## config.mk

```make
export PLATFORM = sky130hd
export DESIGN_NAME = crde_ctrl
export DESIGN_NICKNAME = d
export VERILOG_FILES = /design/src/rtl/core/crde_pkg.sv /design/src/rtl/core/crde_ctrl.sv
export SDC_FILE = /design/constraint.sdc
export NUM_CORES = 1
export LEC_CHECK = 0
export BUFFER_PORTS_ARGS = -buffer_cell sky130_fd_sc_hd__buf_2
export CORE_AREA = 4 4 41 43
export DETAILED_ROUTE_END_ITERATION = 16
export DIE_AREA = 0 0 45 47
export PLACE_DENSITY = 0.42
export SYNTH_ARGS = -nofsm -noshare
export SYNTH_HDL_FRONTEND = slang
export SYNTH_SLANG_ARGS = --single-unit
```

## constraint.sdc

```tcl
create_clock -name i_clk -period 1.13 [get_ports i_clk]
set_clock_uncertainty 0.15 [all_clocks]
set_input_delay 0.2825 -clock i_clk [delete_from_list [all_inputs] [get_ports i_clk]]
set_output_delay 0.2825 -clock i_clk [all_outputs]
set_load 0.02 [all_outputs]
```

## src/rtl/core/crde_pkg.sv

```systemverilog
// Shared types and constants for the clipped raster draw engine.
package crde_pkg;

    localparam int MAX_WIDTH  = 64;
    localparam int MAX_HEIGHT = 64;
    localparam int ADDR_W     = $clog2(MAX_WIDTH * MAX_HEIGHT);
    localparam int XW         = $clog2(MAX_WIDTH);
    localparam int YW         = $clog2(MAX_HEIGHT);
    localparam int DIM_W      = 7;
    localparam int CRD_W      = 18;
    localparam int STP_W      = 17;
    localparam logic [31:0] RESET_PIXEL = 32'h0000_00FF;

    typedef logic signed [CRD_W-1:0] t_crd;

    typedef enum logic [1:0] {
        OP_FILL    = 2'd0,
        OP_OUTLINE = 2'd1,
        OP_LINE    = 2'd2,
        OP_READ    = 2'd3
    } t_op;

    typedef enum logic [0:0] {
        REG_WIDTH  = 1'b0,
        REG_HEIGHT = 1'b1
    } t_reg;

    typedef enum logic [2:0] {
        S_CLEAR, S_IDLE, S_SETUP1, S_SETUP2, S_RECT, S_LINE, S_READ, S_DONE
    } t_state;

    typedef struct packed {
        logic load;
        logic setup1;
        logic setup2;
        logic clr_step;
        logic rect_step;
        logic line_step;
        logic rd;
    } t_cmd;

    typedef struct packed {
        t_op  op;
        logic clr_last;
        logic rect_empty;
        logic rect_last;
        logic line_empty;
        logic line_last;
    } t_sts;

endpackage

```

## src/rtl/core/crde_ctrl.sv

```systemverilog
// Command sequencer for the raster draw engine.
module crde_ctrl import crde_pkg::*; (
    input  logic i_clk,
    input  logic i_rst_n,
    input  logic start,
    input  t_sts i_sts,
    output t_cmd o_cmd,
    output logic busy,
    output logic o_done
);

    t_state r_state, n_state;

    // Hold state
    always_ff @(posedge i_clk) begin
        if (!i_rst_n) r_state <= S_CLEAR;
        else          r_state <= n_state;
    end

    // Next state
    always_comb begin
        n_state = r_state;
        case (r_state)
            S_CLEAR:  if (i_sts.clr_last) n_state = S_IDLE;
            S_IDLE:   if (start) n_state = S_SETUP1;
            S_SETUP1: n_state = (i_sts.op == OP_READ) ? S_READ : S_SETUP2;
            S_SETUP2: n_state = (i_sts.op == OP_LINE) ? S_LINE : S_RECT;
            S_RECT:   if (i_sts.rect_empty || i_sts.rect_last) n_state = S_DONE;
            S_LINE:   if (i_sts.line_empty || i_sts.line_last) n_state = S_DONE;
            S_READ:   n_state = S_DONE;
            S_DONE:   n_state = S_IDLE;
            default:  n_state = S_IDLE;
        endcase
    end

    // Outputs
    always_comb begin
        o_cmd           = '0;
        o_cmd.load      = (r_state == S_IDLE) && start;
        o_cmd.setup1    = (r_state == S_SETUP1);
        o_cmd.setup2    = (r_state == S_SETUP2);
        o_cmd.clr_step  = (r_state == S_CLEAR);
        o_cmd.rect_step = (r_state == S_RECT);
        o_cmd.line_step = (r_state == S_LINE);
        o_cmd.rd        = (r_state == S_READ);
        busy            = (r_state != S_IDLE);
        o_done          = (r_state == S_DONE);
    end

endmodule

```

==> results of run 1 <==
-- Yosys cell counts --
| cell | count | area [um^2] |
|---|---|---|
| nand2_1 | 5 | 18.77 |
| buf_6 | 1 | 11.26 |
| nand4b_1 | 1 | 8.760 |
| and2_0 | 1 | 6.260 |
| nor3_1 | 2 | 10.01 |
| nand2b_1 | 1 | 6.260 |
| and4b_1 | 1 | 10.01 |
| and3_1 | 2 | 12.51 |
| nor3b_1 | 4 | 30.03 |
| nor2_1 | 3 | 11.26 |
| or3b_1 | 1 | 8.760 |
| o21ai_0 | 1 | 5.000 |
| a32oi_2 | 1 | 16.27 |
| buf_2 | 2 | 10.01 |
| o311ai_0 | 1 | 8.760 |
| a21boi_1 | 1 | 7.510 |
| a21oi_2 | 1 | 8.760 |
| mux2i_1 | 1 | 10.01 |
| inv_1 | 1 | 3.750 |
| dfxtp_1 | 3 | 60.06 |
-- power by group --
part	switching (W)	internal, W	total, W
logic	0.000411	0.000566	0.000976
clock network	0.0000487	0.000132	0.000180
registers	0.000106	0.000160	0.000266
total	0.000565	0.000858	0.00142
-- worst max path at each step --
stage          slack, ns  depth (start not counted)                       to                    start
4_1_cts            -0.40                          3                 o_cmd[0]  r_state[0]$_SDFFE_PN0P_
3_3_place_gp       -0.24                          3                 o_cmd[3]  r_state[2]$_SDFFE_PN0P_
5_1_grt            -0.42                          4                 o_cmd[6]  r_state[0]$_SDFFE_PN0P_
6_report           -0.37                          4                 o_cmd[6]  r_state[0]$_SDFFE_PN0P_
3_5_place_dp       -0.26                          3  r_state[0]$_SDFFE_PN0P_  r_state[0]$_SDFFE_PN0P_
2_1_floorplan      -0.13                          3                 o_cmd[1]  r_state[0]$_SDFFE_PN0P_
-- worst max-delay path, cell delays in order (launching register included) --
cell,delay [ns]
dfxtp_4,0.38
buf_6,0.12
nand2_4,0.05
nor3_4,0.16
buf_6,0.13
-- area by class of cell --
| cell class | instances | area (um^2) | share of cell area [%] |
|---|---|---|---|
| Multi-Input combinational cell | 27 | 270.3 | 40.53 |
| Inverter | 1 | 6.256 | 0.9381 |
| Tap cell | 15 | 18.77 | 2.814 |
| Timing Repair Buffer | 33 | 274.0 | 41.09 |
| Sequential cell | 3 | 71.32 | 10.69 |
| Clock buffer | 4 | 26.28 | 3.940 |
-- cell families (layout without fill, tap and decap cells) --
| family | after synthesis | in the layout | synth area share, % |
|---|---|---|---|
| compound gates | 5 | 5 | 17.54 |
| flops | 3 | 3 | 22.75 |
| simple gates | 21 | 21 | 46.45 |
| mux | 1 | 1 | 3.792 |
| buf+inv | 4 | 38 | 9.477 |
-- cells in the final DEF, fill, tap and decap left out, types with 2 or more instances in the layout --
cell type	Yosys	final
clkbuf_4	0	3
nand2_1	5	3
dfxtp_4	0	3
nor3_4	0	2
buf_4	0	11
buf_6	1	13
nor3b_4	0	3
buf_2	2	9
nor2_4	0	2
-- routing by layer --
layer	global-route usage, %	vias to the layer above
met4	5.263	0
met5	0	-
met2	16.38	16
li1	-	191
met1	12.30	173
met3	1.533	0
-- through the flow --
| stage | utilization (%) | TNS [ns] | total power (W) | std cells | hold slack [ns] |
|---|---|---|---|---|---|
| 4_1_cts | 45.29 | -3.825 | 0.001212 | 78 | 0.1855 |
| 3_3_place_gp | 37.69 | -2.566 | 0.0008701 | 72 | 0.4202 |
| 5_1_grt | 51.25 | -4.207 | 0.001517 | 83 | 0.1972 |
| 6_report | 51.25 | -3.634 | 0.001423 | 83 | 0.1891 |
| 3_5_place_dp | 37.69 | -2.773 | 0.0008845 | 72 | 0.4269 |
| 2_1_floorplan | - | -0.8867 | 0.0007406 | 34 | 0.2708 |
-- repair_timing --
| item | in CTS | in global routing |
|---|---|---|
| pin swaps | 3 | 4 |
| gates resized for setup | 19 | 15 |
| endpoints found under the setup margin | 12 | 12 |
| buffers inserted | 2 | 5 |
==> impl_metrics.yaml, run 1 <==
worst_setup_path:
  required_ns: 0.70
  path_max_fanout: 6
  rrSetupSlack_ns: -0.25
  cp_data_arrival_time_ns: 1.07
  r2r_end: "r_state[2]$_SDFFE_PN0P_"
  rr_worst_depth: 4
  critPathKind: "flip-flop to output pin"
  r2r_start: "r_state[1]$_SDFFE_PN0P_"
  critPathLaunchType: "flip-flop"
  endpoint_kind: "output pin"
die:
  core_mm2: 0.001301
  start_util_pct: 20.29
  pin_count: 19
  fp-row-count: 13
  die_h_um: 47
  die_w_um: 45
  fp.dieArea_mm2: 0.002115
finish:
  area_growth_pct: 152.6
  design_area_um2: 666.9
  drive_gt1_share_pct: 79.41
  nets: 79
  fillers: 136
  regMostFlops: "r_state"
  num_antenna_cells: 0
  reg.largest.list: "r_state: 3 flops"
  largest_reg_flops: 3
sta:
  drv_slew: 0
  hold_viol: 0
  setup_violations: 12
  tightest_slew_ns: 0.2589
  setup_ws_ns: -0.3695
  fmax_ghz: 0.6669
  slew_headroom_pct: 82.47
  period_share_pct: 132.7
  min_period_ns: 1.499
  rsz0062_at_grt: "true"
synth:
  synth.distinct_cells: 20
  synth_nets: 44
  avgSynthCellArea_um2: 7.765
  postSynthCellCount: 34
  synth_warnings: 0
  syn_area_um2: 264.0
  synth_seq_cells: 3
  ys_seq_area_share_pct: 22.75
hold_path:
  hold_depth: 3
  hp-start: "i_rst_n"
  hp-class: "primary input to flip-flop"
  holdPathEnd: "r_state[0]$_SDFFE_PN0P_"
clock_tree:
  cts_buffers: 3
  tritoncts: "done"
  clk_pin_slew_worst_paths_ns: 0.04
  clock_sink_count: 3
  clkLatencyLatePin_ns: 0.23
  cts_root_buffer: "clkbuf_4"
  htreeDepth: 1
  cts_max_path_buffers: 2
  cts_hold_buf: 0
global_route:
  grt_first_pass_wirelength_um: 1504
  grt_start_max_net_pins: 13
  antenna_found_initial: 0
  grt-ovfl-total: 0
  track_usage_pct: 9.881
  grt_pass1_vias: 346
route:
  num_vias: 380
  wl_met2_um: 485
  drtPass1Iterations: 4
  drt_iter0_drc: 18
  drc: 0
  drt-wirelength-per-cell_um: 11.48
  top_layer: "met3"
  drt-total-wl_um: 953
  postRouteAntennaNets: 0
  viasPerCell: 4.578
  wl_met3_um: 68
  wl_met1_um: 400
placement:
  post-place-ws_ns: -0.2644
  placed_area_um2: 490.5
  place_congestion: 0.7893
  port_buffers: 18
  hpwl_um: 655
status:
  status: "finished, violations left"
  violations: "setup timing"
run:
  drv_cap: 0
power:
  p_per_area_mw_per_mm2: 2134
  leakage_nw: 0.2986
  peakVddDrop_uv: 1149
Note: power is estimated with default switching activity, not from simulation.
==> run 2, diff against run 1 <==
--- a/config.mk
+++ b/config.mk
@@ -5,10 +5,10 @@
 export SDC_FILE = /design/constraint.sdc
 export NUM_CORES = 1
 export LEC_CHECK = 0
-export BUFFER_PORTS_ARGS = -buffer_cell sky130_fd_sc_hd__buf_2
-export CORE_AREA = 4 4 41 43
+export BUFFER_PORTS_ARGS = -buffer_cell sky130_fd_sc_hd__buf_4
+export CORE_AREA = 2 2 39 41
 export DETAILED_ROUTE_END_ITERATION = 16
-export DIE_AREA = 0 0 45 47
+export DIE_AREA = 0 0 41 43
 export PLACE_DENSITY = 0.42
 export SYNTH_ARGS = -nofsm -noshare
 export SYNTH_HDL_FRONTEND = slang
==> run 2 against run 1 <==
The flow still finishes with violations (setup timing). Clock power rose by 7%. Clock-buffer cell count unchanged. Sequential share of layout area shrank 0.90 points. Core utilization grew 1.4 points. Worst setup slack got worse by 0.020 ns. Critical path depth is 1 lower. Power grew 5.1%.
==> impl_metrics.yaml, run 2 (synthesis results as in run 1) <==
status:
  status: "finished, violations left"
  violations: "setup timing"
worst_setup_path:
  critPathKind: "flip-flop to output pin"
  rrSetupSlack_ns: -0.35
  endpoint_kind: "output pin"
  cp_data_arrival_time_ns: 1.09
  path_max_fanout: 9
  r2r_end: "r_state[1]$_SDFFE_PN0P_"
  cp-endpoint: "o_cmd[5]"
  rr_worst_depth: 6
  critPathLaunchType: "flip-flop"
  critPathLaunch: "r_state[2]$_SDFFE_PN0P_"
  r2r_start: "r_state[0]$_SDFFE_PN0P_"
  required_ns: 0.70
finish:
  largest_reg_flops: 3
  layout_commonest_cell: "buf_4"
  reg.largest.list: "r_state: 3 flops"
  drive_gt1_share_pct: 78.08
  fillers: 134
  regArea_um2: 71.32
  utilization_pct: 52.62
  design_area_um2: 728.2
  multi_input_area_um2: 255.2
  regMostFlops: "r_state"
  num_antenna_cells: 0
  area_growth_pct: 175.8
  instances_no_fill: 89
  layout_common_cells: "buf_4 (21), buf_6 (17)"
  nets: 84
sta:
  period_share_pct: 134.5
  min_period_ns: 1.520
  fmax_ghz: 0.6580
  hold_viol: 0
  drv_slew: 0
  tightest_slew_ns: 0.2576
  rsz0062_at_grt: "true"
  setup_violations: 12
  setup_tns_ns: -3.931
  setup_ws_ns: -0.3898
  slew_headroom_pct: 82.56
placement:
  placed_area_um2: 544.3
  place_inst: 74
  hpwl_um: 688.4
  place_congestion: 0.7249
  port_buffers: 18
global_route:
  busiest_layer: "met2"
  antenna_found_initial: 0
  grt-ovfl-total: 0
  globalRouteMet2Util_pct: 26.88
  track_usage_pct: 14.66
  met3_usage_pct: 3.141
  grtUsageMet1_pct: 13.50
  grt_first_pass_wirelength_um: 1718
  grt_start_max_net_pins: 10
  grt_pass1_vias: 425
route:
  drt-total-wl_um: 1076
  drc: 0
  drt_iter0_drc: 5
  drt-wirelength-per-cell_um: 12.09
  postRouteAntennaNets: 0
  viasPerCell: 4.607
  num_vias: 410
  drtPass1Iterations: 2
die:
  pin_count: 19
  die_h_um: 43
  fp.dieArea_mm2: 0.001763
  core_mm2: 0.001384
  die_w_um: 41
  start_util_pct: 19.08
  fp-row-count: 14
clock_tree:
  cts_buffers: 3
  cts_max_path_buffers: 2
  clkLatencyLatePin_ns: 0.24
  clk_pin_slew_worst_paths_ns: 0.04
  tritoncts: "done"
  clock_sink_count: 3
  cts_root_buffer: "clkbuf_4"
  htreeDepth: 1
power:
  total_power_w: 0.001496
  p_per_area_mw_per_mm2: 2055
  leakage_nw: 0.3322
  peakVddDrop_uv: 788.6
hold_path:
  hp-class: "primary input to flip-flop"
  hold_depth: 2
run:
  drv_cap: 0
## run 2: layout make-up
class                      count  share of cell area, %
sequential                     3                  9.794
clock buffer                   4                  3.608
multi-input combinational     27                  35.05
tap                           16                  2.749
timing repair buffer          38                  47.94
inverter                       1                 0.8591
## run 2: report_power, final
part / internal (W) / switching (W)
Combinational: 0.000617 / 0.000440
Clock: 0.000133 / 0.0000594
Sequential: 0.000160 / 0.0000871
Total: 0.000910 / 0.000587
## run 2: timing repair
item,4_1_cts,5_1_grt
endpoints found under the setup margin,12,12
hold buffers,0,0
setup buffers,10,1
resized for setup,23,2
pin swaps,5,2
## run 2: metal layers
layer  vias up  share of wire [%]
met1       197                 37
met2        13                 59
li1        200                  -
met4         0                  0
met5         -                  0
met3         0                4.1
## run 2: stage by stage
stage	worst slack (ns)	hold slack (ns)
6_report	-0.3898	0.1649
5_1_grt	-0.4524	0.1738
4_1_cts	-0.3948	0.1677
3_5_place_dp	-0.3394	0.4107
3_3_place_gp	-0.2758	0.4079
2_1_floorplan	-0.1298	0.2708
## run 2: worst min-delay path by stage
stage	start	end	slack, ns
finish	i_rst_n	r_state[2]$_SDFFE_PN0P_	0.16
global route	i_rst_n	r_state[2]$_SDFFE_PN0P_	0.17
CTS	i_rst_n	r_state[2]$_SDFFE_PN0P_	0.17
detailed placement	i_rst_n	r_state[2]$_SDFFE_PN0P_	0.41
global placement	i_rst_n	r_state[2]$_SDFFE_PN0P_	0.41
floorplan	i_rst_n	r_state[0]$_SDFFE_PN0P_	0.27
## run 2: critical path, stage by stage (launching register included)
cell and delay (ns):
dfxtp_4 0.36, buf_4 0.16, nor3b_4 0.19, buf_6 0.14
